**src/hdl/owbm_pkg.sv**
```systemverilog
// Shared types and constants for the one-wire bus master.
// Used by every module of the block; depends on nothing.
`default_nettype none

package owbm_pkg;

   // counter width default and duration register width
   localparam int COUNT_WIDTH_DEFAULT = 10;
   localparam int LEN_WIDTH           = 10;

   // configuration port
   localparam int CSR_INDEX_WIDTH = 3;
   localparam int CSR_DATA_WIDTH  = 10;

   localparam logic [CSR_INDEX_WIDTH-1:0] CSR_RESET_LOW     = 3'd0;
   localparam logic [CSR_INDEX_WIDTH-1:0] CSR_PRESENCE_WAIT = 3'd1;
   localparam logic [CSR_INDEX_WIDTH-1:0] CSR_RESET_RECOVER = 3'd2;
   localparam logic [CSR_INDEX_WIDTH-1:0] CSR_SLOT_LOW      = 3'd3;
   localparam logic [CSR_INDEX_WIDTH-1:0] CSR_WRITE_HOLD    = 3'd4;
   localparam logic [CSR_INDEX_WIDTH-1:0] CSR_READ_SAMPLE   = 3'd5;
   localparam logic [CSR_INDEX_WIDTH-1:0] CSR_READ_TAIL     = 3'd6;

   // register reset values
   localparam logic [9:0] RESET_LOW_DEFAULT     = 10'd480;
   localparam logic [7:0] PRESENCE_WAIT_DEFAULT = 8'd60;
   localparam logic [9:0] RESET_RECOVER_DEFAULT = 10'd480;
   localparam logic [5:0] SLOT_LOW_DEFAULT      = 6'd1;
   localparam logic [7:0] WRITE_HOLD_DEFAULT    = 8'd60;
   localparam logic [7:0] READ_SAMPLE_DEFAULT   = 8'd15;
   localparam logic [7:0] READ_TAIL_DEFAULT     = 8'd50;

   // input op codes
   localparam logic [1:0] OP_TICK  = 2'd0;
   localparam logic [1:0] OP_RESET = 2'd1;
   localparam logic [1:0] OP_WRITE = 2'd2;
   localparam logic [1:0] OP_READ  = 2'd3;

   // queue between front and back
   localparam int QUEUE_DEPTH = 2;
   localparam int QPTR_WIDTH  = $clog2(QUEUE_DEPTH);

   typedef enum logic [1:0] {
      ITEM_TICK,
      ITEM_RESET,
      ITEM_WRITE,
      ITEM_READ
   } item_kind_type;

   typedef struct packed {
      item_kind_type kind;
      logic [7:0]    tx_byte;
      logic          line_in;
   } item_type;

   typedef enum logic [3:0] {
      PH_IDLE,
      PH_RST_LOW,
      PH_RST_WAIT,
      PH_RST_RECOVER,
      PH_WR_LOW,
      PH_WR_HOLD,
      PH_RD_LOW,
      PH_RD_WAIT,
      PH_RD_TAIL
   } phase_type;

   // queue to engine handshake
   typedef struct packed {
      logic     valid;
      item_type item;
   } queue_out_type;

endpackage

`default_nettype wire

```
**src/hdl/owbm_front.sv**
```systemverilog
// Front stage: takes items from the request channel, classifies the op
// and holds the item until the queue has room. Depends on owbm_pkg.
`default_nettype none

module owbm_front (
   input  wire logic              clock,
   input  wire logic              reset,
   input  wire logic              req_valid,
   output logic                   req_stall,
   input  wire logic [1:0]        req_op,
   input  wire logic [7:0]        req_tx_byte,
   input  wire logic              req_line_in,
   input  wire logic              q_ready,
   output logic                   q_push,
   output owbm_pkg::item_type     q_item
);

   logic                   valid_ff, valid_in;
   owbm_pkg::item_type     item_ff, item_in;
   owbm_pkg::item_kind_type kind;
   logic                   accept;

   // op decode
   always_comb begin
      case (req_op)
         owbm_pkg::OP_TICK:  kind = owbm_pkg::ITEM_TICK;
         owbm_pkg::OP_RESET: kind = owbm_pkg::ITEM_RESET;
         owbm_pkg::OP_WRITE: kind = owbm_pkg::ITEM_WRITE;
         default:            kind = owbm_pkg::ITEM_READ;
      endcase
   end

   // stall only while holding an item the queue cannot take
   assign req_stall = valid_ff && !q_ready;
   assign accept    = req_valid && !req_stall;
   assign q_push    = valid_ff && q_ready;
   assign q_item    = item_ff;

   always_comb begin
      item_in.kind    = kind;
      item_in.tx_byte = req_tx_byte;
      item_in.line_in = req_line_in;
      if (accept) begin
         valid_in = 1'b1;
      end else if (q_push) begin
         valid_in = 1'b0;
      end else begin
         valid_in = valid_ff;
      end
   end

   always_ff @(posedge clock) begin
      if (reset) begin
         valid_ff <= 1'b0;
      end else begin
         valid_ff <= valid_in;
      end
   end

   always_ff @(posedge clock) begin
      if (accept) begin
         item_ff <= item_in;
      end
   end

endmodule

`default_nettype wire

```
**src/hdl/owbm_queue.sv**
```systemverilog
// Two-entry item queue between the front stage and the bus engine.
// Depends on owbm_pkg.
`default_nettype none

module owbm_queue (
   input  wire logic                    clock,
   input  wire logic                    reset,
   input  wire logic                    push,
   input  wire owbm_pkg::item_type      push_item,
   output logic                         ready,
   input  wire logic                    pop,
   output owbm_pkg::queue_out_type      head
);

   owbm_pkg::item_type                    entry_ff [owbm_pkg::QUEUE_DEPTH];
   logic [owbm_pkg::QPTR_WIDTH-1:0]       wr_ptr_ff, wr_ptr_in;
   logic [owbm_pkg::QPTR_WIDTH-1:0]       rd_ptr_ff, rd_ptr_in;
   logic [owbm_pkg::QPTR_WIDTH:0]         count_ff, count_in;

   localparam logic [owbm_pkg::QPTR_WIDTH:0] FULL =
      (owbm_pkg::QPTR_WIDTH+1)'(owbm_pkg::QUEUE_DEPTH);
   localparam logic [owbm_pkg::QPTR_WIDTH-1:0] LAST =
      owbm_pkg::QPTR_WIDTH'(owbm_pkg::QUEUE_DEPTH - 1);

   assign ready      = count_ff != FULL;
   assign head.valid = count_ff != '0;
   assign head.item  = entry_ff[rd_ptr_ff];

   // pointer and fill count update
   always_comb begin
      wr_ptr_in = wr_ptr_ff;
      rd_ptr_in = rd_ptr_ff;
      count_in  = count_ff;
      if (push) begin
         wr_ptr_in = (wr_ptr_ff == LAST) ? '0 : wr_ptr_ff + 1'b1;
      end
      if (pop) begin
         rd_ptr_in = (rd_ptr_ff == LAST) ? '0 : rd_ptr_ff + 1'b1;
      end
      if (push && !pop) begin
         count_in = count_ff + 1'b1;
      end else if (pop && !push) begin
         count_in = count_ff - 1'b1;
      end
   end

   always_ff @(posedge clock) begin
      if (reset) begin
         wr_ptr_ff <= '0;
         rd_ptr_ff <= '0;
         count_ff  <= '0;
      end else begin
         wr_ptr_ff <= wr_ptr_in;
         rd_ptr_ff <= rd_ptr_in;
         count_ff  <= count_in;
      end
   end

   always_ff @(posedge clock) begin
      if (push) begin
         entry_ff[wr_ptr_ff] <= push_item;
      end
   end

endmodule

`default_nettype wire

```
**src/hdl/owbm_engine.sv**
```systemverilog
// Bus engine: timing registers, slot sequencer and result register.
// Takes one queue item per cycle unless a result stalls. Depends on owbm_pkg.
`default_nettype none

module owbm_engine #(
   parameter int COUNT_WIDTH = owbm_pkg::COUNT_WIDTH_DEFAULT
) (
   input  wire logic                                clock,
   input  wire logic                                reset,
   input  wire logic                                csr_wr_en,
   input  wire logic [owbm_pkg::CSR_INDEX_WIDTH-1:0] csr_index,
   input  wire logic [owbm_pkg::CSR_DATA_WIDTH-1:0]  csr_wdata,
   input  wire owbm_pkg::queue_out_type             head,
   output logic                                     pop,
   output logic                                     rsp_valid,
   input  wire logic                                rsp_stall,
   output logic                                     rsp_drive_low,
   output logic                                     rsp_busy_res,
   output logic                                     rsp_done_res,
   output logic                                     rsp_presence,
   output logic [7:0]                               rsp_rx_byte,
   output logic                                     rsp_rejected
);

   localparam int CMP_WIDTH =
      ((COUNT_WIDTH > owbm_pkg::LEN_WIDTH) ? COUNT_WIDTH : owbm_pkg::LEN_WIDTH) + 1;

   // timing registers
   logic [9:0] reset_low_ff, reset_recover_ff;
   logic [7:0] presence_wait_ff, write_hold_ff, read_sample_ff, read_tail_ff;
   logic [5:0] slot_low_ff;

   // sequencer state
   owbm_pkg::phase_type    phase_ff, phase_in;
   logic [COUNT_WIDTH-1:0] tick_ff, tick_in;
   logic [2:0]             bit_ff, bit_in;
   logic [7:0]             shift_ff, shift_in;
   logic                   pres_ff, pres_in;
   logic [7:0]             rxb_ff, rxb_in;

   // result register
   logic       rsp_valid_ff, rsp_valid_in;
   logic       drive_ff, busy_ff, done_ff, rej_ff;
   logic       drive_new, busy_new, done_now, rej_now;

   logic [owbm_pkg::LEN_WIDTH-1:0] len_sel, len_eff;
   logic                           busy, phase_end;
   owbm_pkg::item_type             item;

   assign item = head.item;
   assign busy = phase_ff != owbm_pkg::PH_IDLE;
   assign pop  = head.valid && (!rsp_valid_ff || !rsp_stall);

   // configuration writes
   always_ff @(posedge clock) begin
      if (reset) begin
         reset_low_ff     <= owbm_pkg::RESET_LOW_DEFAULT;
         presence_wait_ff <= owbm_pkg::PRESENCE_WAIT_DEFAULT;
         reset_recover_ff <= owbm_pkg::RESET_RECOVER_DEFAULT;
         slot_low_ff      <= owbm_pkg::SLOT_LOW_DEFAULT;
         write_hold_ff    <= owbm_pkg::WRITE_HOLD_DEFAULT;
         read_sample_ff   <= owbm_pkg::READ_SAMPLE_DEFAULT;
         read_tail_ff     <= owbm_pkg::READ_TAIL_DEFAULT;
      end else if (csr_wr_en) begin
         case (csr_index)
            owbm_pkg::CSR_RESET_LOW:     reset_low_ff     <= csr_wdata[9:0];
            owbm_pkg::CSR_PRESENCE_WAIT: presence_wait_ff <= csr_wdata[7:0];
            owbm_pkg::CSR_RESET_RECOVER: reset_recover_ff <= csr_wdata[9:0];
            owbm_pkg::CSR_SLOT_LOW:      slot_low_ff      <= csr_wdata[5:0];
            owbm_pkg::CSR_WRITE_HOLD:    write_hold_ff    <= csr_wdata[7:0];
            owbm_pkg::CSR_READ_SAMPLE:   read_sample_ff   <= csr_wdata[7:0];
            owbm_pkg::CSR_READ_TAIL:     read_tail_ff     <= csr_wdata[7:0];
            default: ;
         endcase
      end
   end

   // duration of the current phase; zero counts as one tick
   always_comb begin
      case (phase_ff)
         owbm_pkg::PH_RST_LOW:     len_sel = reset_low_ff;
         owbm_pkg::PH_RST_WAIT:    len_sel = owbm_pkg::LEN_WIDTH'(presence_wait_ff);
         owbm_pkg::PH_RST_RECOVER: len_sel = reset_recover_ff;
         owbm_pkg::PH_WR_LOW:      len_sel = owbm_pkg::LEN_WIDTH'(slot_low_ff);
         owbm_pkg::PH_WR_HOLD:     len_sel = owbm_pkg::LEN_WIDTH'(write_hold_ff);
         owbm_pkg::PH_RD_LOW:      len_sel = owbm_pkg::LEN_WIDTH'(slot_low_ff);
         owbm_pkg::PH_RD_WAIT:     len_sel = owbm_pkg::LEN_WIDTH'(read_sample_ff);
         owbm_pkg::PH_RD_TAIL:     len_sel = owbm_pkg::LEN_WIDTH'(read_tail_ff);
         default:                  len_sel = owbm_pkg::LEN_WIDTH'(1);
      endcase
      len_eff   = (len_sel == '0) ? owbm_pkg::LEN_WIDTH'(1) : len_sel;
      phase_end = (CMP_WIDTH'(tick_ff) + CMP_WIDTH'(1) >= CMP_WIDTH'(len_eff))
                  || (&tick_ff);
   end

   // next state
   always_comb begin
      phase_in = phase_ff;
      tick_in  = tick_ff;
      bit_in   = bit_ff;
      shift_in = shift_ff;
      pres_in  = pres_ff;
      rxb_in   = rxb_ff;
      done_now = 1'b0;
      rej_now  = 1'b0;
      if (pop) begin
         if (item.kind == owbm_pkg::ITEM_TICK) begin
            if (busy && !phase_end) begin
               tick_in = tick_ff + 1'b1;
            end else if (busy) begin
               tick_in = '0;
               case (phase_ff)
                  owbm_pkg::PH_RST_LOW: begin
                     phase_in = owbm_pkg::PH_RST_WAIT;
                  end
                  owbm_pkg::PH_RST_WAIT: begin
                     pres_in  = !item.line_in;
                     phase_in = owbm_pkg::PH_RST_RECOVER;
                  end
                  owbm_pkg::PH_RST_RECOVER: begin
                     phase_in = owbm_pkg::PH_IDLE;
                     done_now = 1'b1;
                  end
                  owbm_pkg::PH_WR_LOW: begin
                     phase_in = owbm_pkg::PH_WR_HOLD;
                  end
                  owbm_pkg::PH_RD_LOW: begin
                     phase_in = owbm_pkg::PH_RD_WAIT;
                  end
                  owbm_pkg::PH_RD_WAIT: begin
                     shift_in = shift_ff | (8'(item.line_in) << bit_ff);
                     phase_in = owbm_pkg::PH_RD_TAIL;
                  end
                  owbm_pkg::PH_WR_HOLD, owbm_pkg::PH_RD_TAIL: begin
                     if (&bit_ff) begin
                        if (phase_ff == owbm_pkg::PH_RD_TAIL) begin
                           rxb_in = shift_ff;
                        end
                        phase_in = owbm_pkg::PH_IDLE;
                        bit_in   = '0;
                        done_now = 1'b1;
                     end else begin
                        bit_in   = bit_ff + 1'b1;
                        phase_in = (phase_ff == owbm_pkg::PH_WR_HOLD) ?
                                   owbm_pkg::PH_WR_LOW : owbm_pkg::PH_RD_LOW;
                     end
                  end
                  default: begin
                     phase_in = owbm_pkg::PH_IDLE;
                  end
               endcase
            end
         end else if (busy) begin
            // command while busy: dropped
            rej_now = 1'b1;
         end else begin
            tick_in = '0;
            bit_in  = '0;
            if (item.kind == owbm_pkg::ITEM_RESET) begin
               phase_in = owbm_pkg::PH_RST_LOW;
            end else if (item.kind == owbm_pkg::ITEM_WRITE) begin
               shift_in = item.tx_byte;
               phase_in = owbm_pkg::PH_WR_LOW;
            end else begin
               shift_in = '0;
               phase_in = owbm_pkg::PH_RD_LOW;
            end
         end
      end
   end

   // bus drive and busy as of the new state
   always_comb begin
      case (phase_in)
         owbm_pkg::PH_RST_LOW, owbm_pkg::PH_WR_LOW, owbm_pkg::PH_RD_LOW: begin
            drive_new = 1'b1;
         end
         owbm_pkg::PH_WR_HOLD: begin
            drive_new = !shift_in[bit_in];
         end
         default: begin
            drive_new = 1'b0;
         end
      endcase
      busy_new = phase_in != owbm_pkg::PH_IDLE;
   end

   always_comb begin
      if (pop) begin
         rsp_valid_in = 1'b1;
      end else if (rsp_stall) begin
         rsp_valid_in = rsp_valid_ff;
      end else begin
         rsp_valid_in = 1'b0;
      end
   end

   always_ff @(posedge clock) begin
      if (reset) begin
         phase_ff     <= owbm_pkg::PH_IDLE;
         tick_ff      <= '0;
         bit_ff       <= '0;
         shift_ff     <= '0;
         pres_ff      <= 1'b0;
         rxb_ff       <= '0;
         rsp_valid_ff <= 1'b0;
      end else begin
         phase_ff     <= phase_in;
         tick_ff      <= tick_in;
         bit_ff       <= bit_in;
         shift_ff     <= shift_in;
         pres_ff      <= pres_in;
         rxb_ff       <= rxb_in;
         rsp_valid_ff <= rsp_valid_in;
      end
   end

   // result payload
   always_ff @(posedge clock) begin
      if (pop) begin
         drive_ff <= drive_new;
         busy_ff  <= busy_new;
         done_ff  <= done_now;
         rej_ff   <= rej_now;
      end
   end

   assign rsp_valid     = rsp_valid_ff;
   assign rsp_drive_low = drive_ff;
   assign rsp_busy_res  = busy_ff;
   assign rsp_done_res  = done_ff;
   assign rsp_rejected  = rej_ff;
   // presence and read byte registers change only with a popped item
   assign rsp_presence  = pres_ff;
   assign rsp_rx_byte   = rxb_ff;

endmodule

`default_nettype wire

```
**src/hdl/one_wire_bus_master.sv**
```systemverilog
// Top level of the one-wire bus master: front stage, item queue, bus engine.
// Depends on owbm_pkg, owbm_front, owbm_queue and owbm_engine.
//
//   channel   direction  handshake            payload
//   req_      in         req_valid/req_stall  op, tx_byte, line_in
//   rsp_      out        rsp_valid/rsp_stall  drive_low, busy_res, done_res,
//                                             presence, rx_byte, rejected
//   csr_      in         csr_wr_en            csr_index, csr_wdata
//
// One item per clock sustained while the result channel does not stall; each
// item's result passes the front register, queue and result register in turn.
// The front register and two-entry queue absorb a stalled result channel.
// Synchronous reset empties the pipeline, sets the engine idle and loads
// the default timing registers.

`default_nettype none

module one_wire_bus_master #(
   parameter int COUNT_WIDTH = owbm_pkg::COUNT_WIDTH_DEFAULT
) (
   input  wire logic                                clock,
   input  wire logic                                reset,
   input  wire logic                                req_valid,
   output logic                                     req_stall,
   input  wire logic [1:0]                          req_op,
   input  wire logic [7:0]                          req_tx_byte,
   input  wire logic                                req_line_in,
   output logic                                     rsp_valid,
   input  wire logic                                rsp_stall,
   output logic                                     rsp_drive_low,
   output logic                                     rsp_busy_res,
   output logic                                     rsp_done_res,
   output logic                                     rsp_presence,
   output logic [7:0]                               rsp_rx_byte,
   output logic                                     rsp_rejected,
   input  wire logic                                csr_wr_en,
   input  wire logic [owbm_pkg::CSR_INDEX_WIDTH-1:0] csr_index,
   input  wire logic [owbm_pkg::CSR_DATA_WIDTH-1:0]  csr_wdata
);

   logic                     q_ready, q_push, q_pop;
   owbm_pkg::item_type       q_item;
   owbm_pkg::queue_out_type  q_head;

   owbm_front u_front (
      .clock       (clock),
      .reset       (reset),
      .req_valid   (req_valid),
      .req_stall   (req_stall),
      .req_op      (req_op),
      .req_tx_byte (req_tx_byte),
      .req_line_in (req_line_in),
      .q_ready     (q_ready),
      .q_push      (q_push),
      .q_item      (q_item)
   );

   owbm_queue u_queue (
      .clock     (clock),
      .reset     (reset),
      .push      (q_push),
      .push_item (q_item),
      .ready     (q_ready),
      .pop       (q_pop),
      .head      (q_head)
   );

   owbm_engine #(
      .COUNT_WIDTH (COUNT_WIDTH)
   ) u_engine (
      .clock         (clock),
      .reset         (reset),
      .csr_wr_en     (csr_wr_en),
      .csr_index     (csr_index),
      .csr_wdata     (csr_wdata),
      .head          (q_head),
      .pop           (q_pop),
      .rsp_valid     (rsp_valid),
      .rsp_stall     (rsp_stall),
      .rsp_drive_low (rsp_drive_low),
      .rsp_busy_res  (rsp_busy_res),
      .rsp_done_res  (rsp_done_res),
      .rsp_presence  (rsp_presence),
      .rsp_rx_byte   (rsp_rx_byte),
      .rsp_rejected  (rsp_rejected)
   );

endmodule

`default_nettype wire

```
**config.mk**
```make
export PLATFORM = sky130hd
export DESIGN_NAME = one_wire_bus_master
export DESIGN_NICKNAME = d
export VERILOG_FILES = /design/src/hdl/owbm_pkg.sv /design/src/hdl/owbm_front.sv /design/src/hdl/owbm_queue.sv /design/src/hdl/owbm_engine.sv /design/src/hdl/one_wire_bus_master.sv
export SDC_FILE = /design/constraint.sdc
export NUM_CORES = 1
export LEC_CHECK = 0
export BUFFER_PORTS_ARGS = -buffer_cell sky130_fd_sc_hd__buf_2
export CORE_MARGIN = 2
export CORE_UTILIZATION = 63
export CTS_CLUSTER_SIZE = 20
export DETAILED_ROUTE_END_ITERATION = 12
export PLACE_DENSITY = 0.83
export SYNTH_ARGS = -nofsm -noshare
export SYNTH_HDL_FRONTEND = slang
export SYNTH_SLANG_ARGS = --single-unit
export TNS_END_PERCENT = 100
```
**constraint.sdc**
```tcl
create_clock -name clock -period 6.9 [get_ports clock]
set_clock_uncertainty 0.1 [all_clocks]
set_input_delay 0.345 -clock clock [delete_from_list [all_inputs] [get_ports clock]]
set_output_delay 0.345 -clock clock [all_outputs]
set_load 0.005 [all_outputs]
```
# ---- Word-level counts from Yosys, hierarchy flattened
# Memory sizes are Yosys's and may differ from the RTL's. A register that Yosys moved wholly into a read port is not among the register bits.
# Cells that the tools add are included.
# Widths: inputs -> output; s select.
dict set report op_classes {
  n_addsub 7
  magnitude_cmp 2
  eq_ne 26
  shifts 1
  n_mux 50
  n_bitwise 4
  reduce_logical 43
}
# op n
set ops {}
lappend ops {{$pmux 10 s7} 1}
lappend ops {{$mux 8} 8}
lappend ops {{$mux 10} 5}
lappend ops {{$eq 4x3->1 const B} 7}
lappend ops {{$mux 4} 7}
lappend ops {{$pmux 4 s6} 1}
lappend ops {{$mux 3} 7}
lappend ops {{$reduce_and 2->1} 7}
lappend ops {{$mux 1} 13}
lappend ops {{$add 10x1->11 const B} 1}
lappend ops {{$ge 11x10->1} 1}
lappend ops {{$add 10x1->10 const B} 1}
lappend ops {{$logic_not 10->1} 1}
lappend ops {{$reduce_and 10->1} 1}
lappend ops {{$eq 3x3->1 const B} 3}
lappend ops {{$logic_not 1->1} 9}
lappend ops {{$reduce_and 9->1} 1}
lappend ops {{$eq 4x1->1 const B} 2}
lappend ops {{$eq 4x2->1 const B} 2}
lappend ops {{$mux 2} 4}
lappend ops {{$or 8x8->8} 1}
lappend ops {{$reduce_bool 4->1} 2}
lappend ops {{$shl 1x3->8} 1}
lappend ops {{$logic_and 1x1->1} 7}
lappend ops {{other kinds (25)} 40}
dict set report word_totals {
  reg_bits 113
  ram_bits 22
  in_bits 29
  output_inout_bits 15
  mem_count 1
}
# memory words word_bits rd rd_clocked_by_memory_dff write_ports line_no
set mem_list {}
lappend mem_list {u_queue.entry_ff 2 11 1 1 1 owbm_queue.sv:15} ;# owbm_pkg::item_type entry_ff [owbm_pkg::QUEUE_DEPTH];

# ---- Longest topological paths before layout
dict set report depth {
  ltp_word 16
  depth_mapped 20
  ltp_nobuf 17
}

# ---- By module
# Synthesis repeated with hierarchy kept, for this count alone.
dict set report hier_totals {
  cells_unflattened 669
  hier_area_um2 6359.8
}
# module instances cells_per_inst area_each_um2 seq_area_each_um2
set modules_own_cells {}
lappend modules_own_cells {owbm_engine 1 595 4968.5 1981.9}
lappend modules_own_cells {owbm_queue 1 56 997.2 760.7}
lappend modules_own_cells {owbm_front 1 18 394.1 350.3}

# ---- Worst setup path after synthesis
# OpenSTA, ideal clock, no wires.
dict set report synth_path {
  path_kind {register to register}
  startpoint {register u_engine.phase_ff[0]}
  endpoint {register u_engine.drive_ff (netlist: u_engine.rsp_drive_low) (data pin)}
  arrival_time_ns 4.092
  setup_slack_ns 2.550
  path_stages_with_launch 18
  n_path_buf 4
  path_cell_list {dfxtp_1 -> clkbuf_1 -> clkbuf_1 -> buf_1 -> nor2_1 -> a222oi_1 -> nand4_1 -> o31ai_1 -> ha_1 -> nor2b_1 -> o21ai_0 -> a41oi_2 -> o21ai_1 -> and3_1 -> buf_2 -> mux2_1 -> or3b_1 -> o211ai_1}
}
dict set report synth_between {
  elab_chain_cells 16
}
# element line_no
set synth_rtl {}
lappend synth_rtl {{start: declaration} owbm_engine.sv:34} ;# owbm_pkg::phase_type phase_ff, phase_in;
lappend synth_rtl {{start signal: assignment} owbm_engine.sv:200} ;# phase_ff <= owbm_pkg::PH_IDLE;
lappend synth_rtl {{start signal: assignment} owbm_engine.sv:208} ;# phase_ff <= phase_in;
lappend synth_rtl {{$eq 4x3->1} {owbm_engine.sv:80, owbm_engine.sv:112}}
lappend synth_rtl {{$reduce_or 2->1 (no source line)} --}
lappend synth_rtl {{$pmux 10 s7} owbm_engine.sv:80} ;# case (phase_ff)
lappend synth_rtl {{$logic_not 10->1} owbm_engine.sv:91} ;# len_eff = (len_sel == '0) ? owbm_pkg::LEN_WIDTH'(1) : len_sel;
lappend synth_rtl {{$mux 10} owbm_engine.sv:91}
lappend synth_rtl {{$ge 11x10->1} owbm_engine.sv:92} ;# phase_end = (CMP_WIDTH'(tick_ff) + CMP_WIDTH'(1) >= CMP_WIDTH'(len_eff))
lappend synth_rtl {{$logic_or 1x1->1} owbm_engine.sv:93} ;# || (&tick_ff);
lappend synth_rtl {{$logic_not 1->1} owbm_engine.sv:108} ;# if (busy && !phase_end) begin
lappend synth_rtl {{$logic_and 1x1->1} owbm_engine.sv:108}
lappend synth_rtl {{$mux 8 or $mux 3 (tied branches)} owbm_engine.sv:108}
lappend synth_rtl {{$mux 8 or $mux 3 (tied branches)} owbm_engine.sv:107} ;# if (item.kind == owbm_pkg::ITEM_TICK) begin
lappend synth_rtl {{$mux 8 or $mux 3 (tied branches)} owbm_engine.sv:106} ;# if (pop) begin
lappend synth_rtl {{$bmux 1 s3} owbm_engine.sv:179} ;# drive_new = !shift_in[bit_in];
lappend synth_rtl {{$mux 1 (not written as such)} owbm_engine.sv:179}
lappend synth_rtl {{$logic_not 1->1} owbm_engine.sv:179}
lappend synth_rtl {{$pmux 1 s2 *} owbm_engine.sv:174} ;# case (phase_in)
lappend synth_rtl {{named net u_engine.drive_new} owbm_engine.sv:44} ;# logic drive_new, busy_new, done_now, rej_now;
lappend synth_rtl {{end signal: assignment} owbm_engine.sv:221} ;# drive_ff <= drive_new;
lappend synth_rtl {{end: declaration} owbm_engine.sv:43} ;# logic drive_ff, busy_ff, done_ff, rej_ff;
# Mark *: on every way through the listed nets, which the timed path passes. The rest lies on a longest branch. The select of a mux whose other input is x is not followed.
# A chain may end at the register's enable or synchronous reset.

# ---- Worst setup path after layout
dict set report layout_path {
  startpoint {register u_engine.phase_ff[2]}
  endpoint {register u_engine.drive_ff (netlist: u_engine.rsp_drive_low) (data pin)}
}
# Same word-level chain as after synthesis.

==> impl_metrics.ini <==
[run_status]
run_status = finished clean

[floorplanning]
row_count = 37
die_w_um = 106
ioPinCount = 44
die_y_um = 106
placeableCoreArea_um2 = 10200
floorplan.initialDensity_pct = 64.0
die_area_um2 = 11200

[route]
routed_wl_um = 16600
avgViaCountPerCell = 6.25
num_vias = 5613
route.antenna.remaining_nets = 0
met2WireLength_um = 8050
routedLengthMet1_um = 6740
drt_first_iter_violations = 541
firstDrtPassIters = 5
met3_wirelength_um = 1250
top_layer_used = met4
remaining_drc_errors = 0
wl_per_cell_um = 18.5

[clock_network]
cts_sinks = 136
path_clk_slew_ns = 0.06
cts_inserted_buffers = 17
clkLatencyLatePin_ns = 0.54
root_driver = clkbuf_8
tritoncts = done
ctsLongestPathBuffers = 2
cts-htree-levels = 4

[timing]
slew_viol_final = 0
fmaxAchievable_mhz = 194
finish_stage_setup_viols = 0
final.setup.tns_ns = 0
layout_min_cycle_time_ns = 5.16
worst_pin_slew_ns = 1.26
grt_setup_unrepaired = false
fin_crit_sh_pct = 74.7
hold_slack_ns = 0.0196
final-hold-violation-count = 0
timing.max_slew.rel_slack_pct = 15.8

[worst_setup_path]
critPathBufInv = 0
startpoint_type = flip-flop
worst-r2r-cell-count = 15
worst_path_dominant_cell_family = compound AO/OA/AOI/OAI gates
crit_slowest_cell = dfxtp_1
end_kind = flip-flop
critPathMaxStageDelay_ns = 0.85
critical_path_peak_fanout = 21
critical_path_depth = 15
worst_endpoint_data_arrival_time_ns = 5.34
rr_startpoint = u_engine.phase_ff[2]
cp_cell_sequence = nor2b_1 -> and3_1 -> a22oi_1 -> o211a_1 -> nand4_1 -> o31ai_1 -> ha_1 -> nor2b_1 -> o21ai_0 -> a41oi_2 -> o21a_1 -> o211ai_1 -> mux2_2 -> o21ai_1 -> o211ai_1
r2r_end = u_engine.rsp_drive_low
type_of_the_worst_setup_path = flip-flop to flip-flop
r2r_setup_slack_ns = 1.74
cp_data_required_time_ns = 7.08

[logic_synthesis]
synth_cell_types = 66
yosys.area.top_type = dfxtp_1
synthMostInstantiatedCell = dfxtp_1
async_flop_share_pct = 0
netlist_top_cells_area = dfxtp_1, edfxtp_1, mux2i_1
avg_synthesized_cell_area_um2 = 9.30
ys_ff_latch = 136
post_synth_most_frequent_cells = dfxtp_1, nand2_1, nor2_1
post_synth_inst_count = 701
dominantRegCellSynth = dfxtp_1
number_of_enable_flip_flop_cells_after_synthesis = 37
synth_top_area_share_pct = 30.4
synth-seq-area-share_pct = 47.4
yosysWarnings = 0
mappedNetlistNets = 747
mapped_area_um2 = 6520

[cells_and_area]
stdcell_area_um2 = 7570
post_route_cells_drive_above_1_share_pct = 13.4
num_antenna_cells = 0
filler_cell_count = 683
nets = 795
syn_to_layout_area_delta_pct = 16.1
multi_input_area_um2 = 3220
seq_area_um2 = 3090

[global_route]
globalRoute.totalOverflow = 0
largest_net_degree_at_the_start_of_global_routing = 100
grtUsageTotal_pct = 30.4
grt_first_pass_wirelength_um = 26600
antenna_found_initial = 0
number_of_global_route_vias_before_repair = 5493

[power]
power_density_nw_per_um2 = 360
leakage_nw = 3.00
vdd_drop_max_mv = 0.265

[hold_path]
worst_hold_path.num_cells = 3
hold_path_startpoint = csr_wdata[6]
min_path_type = input pin to flip-flop
min_delay_worst_endpoint = u_engine.read_sample_ff[6]

[job]
cap_violations = 0

[placed_design]
post_place_instance_area_um2 = 6800
gp_congestion = 0.927
dp_hpwl_um = 10600
portBuffers = 43
## cells by family (layout without fill, tap and decap cells)
kind of cell,after synthesis,count (layout),share of synthesized area [%]
compound gates,135,135,13.7
xor+xnor,13,13,1.75
fa+ha+maj,17,17,3.26
buf+inv,51,112,3.19
flops,136,136,47.4
mux,52,52,8.44
simple gates,297,297,22.2
## worst min-delay path: stages
cell and delay (ns):
buf_2 0.15, nand2_1 0.07, a21oi_1 0.05
## registers in the layout (all words and copies together), names as in the netlist, named ones only
name / flops
u_engine.bit_ff: 3
u_engine.phase_ff: 4
u_engine.presence_wait_ff: 8
u_engine.read_sample_ff: 8
u_engine.read_tail_ff: 8
u_engine.reset_low_ff: 10
u_engine.reset_recover_ff: 10
u_engine.rsp_busy_res: 1
u_engine.rsp_done_res: 1
u_engine.rsp_drive_low: 1
u_engine.rsp_presence: 1
u_engine.rsp_rejected: 1
u_engine.rsp_rx_byte: 8
u_engine.rsp_valid: 1
u_engine.shift_ff: 8
u_engine.slot_low_ff: 6
u_engine.tick_ff: 10
u_engine.write_hold_ff: 8
u_front.q_item: 11
u_front.valid_ff: 1
u_queue.count_ff: 2
u_queue.entry_ff: 22
u_queue.rd_ptr_ff: 1
u_queue.wr_ptr_ff: 1
## per-layer routing
layer,vias up,GRT usage [%]
met5,-,0
met4,0,15.5
met3,55,7.48
met2,273,51.0
met1,2673,36.4
li1,2612,-
## layout by cell type, fill, tap and decap left out, types with 13 or more instances in the layout
cell type	n
nor2_1	86
clkbuf_16	17
buf_2	43
mux2_2	13
nand3_1	16
nor2b_1	19
o21ai_0	21
nand3b_1	22
edfxtp_1	37
nand2_1	93
dlygate4sd3_1	16
mux2i_1	37
a21oi_1	46
ha_1	17
inv_1	15
dfxtp_1	99
## per-stage QoR
stage | utilization, % | power (mW) | instances | setup slack, ns
after floorplan | - | 1.55 | 701 | 2.55
after global placement | 66.8 | 1.71 | 850 | 2.36
after detailed placement | 66.8 | 1.75 | 850 | 2.01
after CTS | 74.3 | 2.70 | 898 | 1.90
after global routing | 74.3 | 2.82 | 898 | 1.44
final | 74.3 | 2.72 | 898 | 1.74
## final cells by class
type | count | area share (%)
inverters | 16 | 0.793
multi-input cells | 514 | 42.6
well taps | 136 | 2.25
clock buffers | 19 | 5.85
repair buffers | 64 | 5.45
flip-flops and latches | 136 | 40.9
clock inverters | 13 | 2.20
## power breakdown
| group | total [mW] | switching, mW | leakage, nW | internal (mW) |
|---|---|---|---|---|
| clock | 0.934 | 0.359 | 0.290 | 0.575 |
| combinational | 0.826 | 0.517 | 1.55 | 0.308 |
| sequential | 0.962 | 0.0572 | 1.15 | 0.905 |
## worst max-delay path by stage
stage                               from                      to  slack [ns]
finish              u_engine.phase_ff[2]  u_engine.rsp_drive_low        1.74
global route        u_engine.phase_ff[2]  u_engine.rsp_drive_low        1.44
CTS                 u_engine.phase_ff[2]  u_engine.rsp_drive_low        1.90
detailed placement  u_engine.phase_ff[2]  u_engine.rsp_drive_low        2.01
global placement    u_engine.phase_ff[2]  u_engine.rsp_drive_low        2.36
floorplan           u_engine.phase_ff[0]  u_engine.rsp_drive_low        2.55
## repair_timing
item / CTS / global route
hold endpoints to repair: 19 / 0
resized for setup: 0 / 0
buffers inserted: 0 / 0
hold buffers: 16 / 0
(Power assumes the default switching activity.)
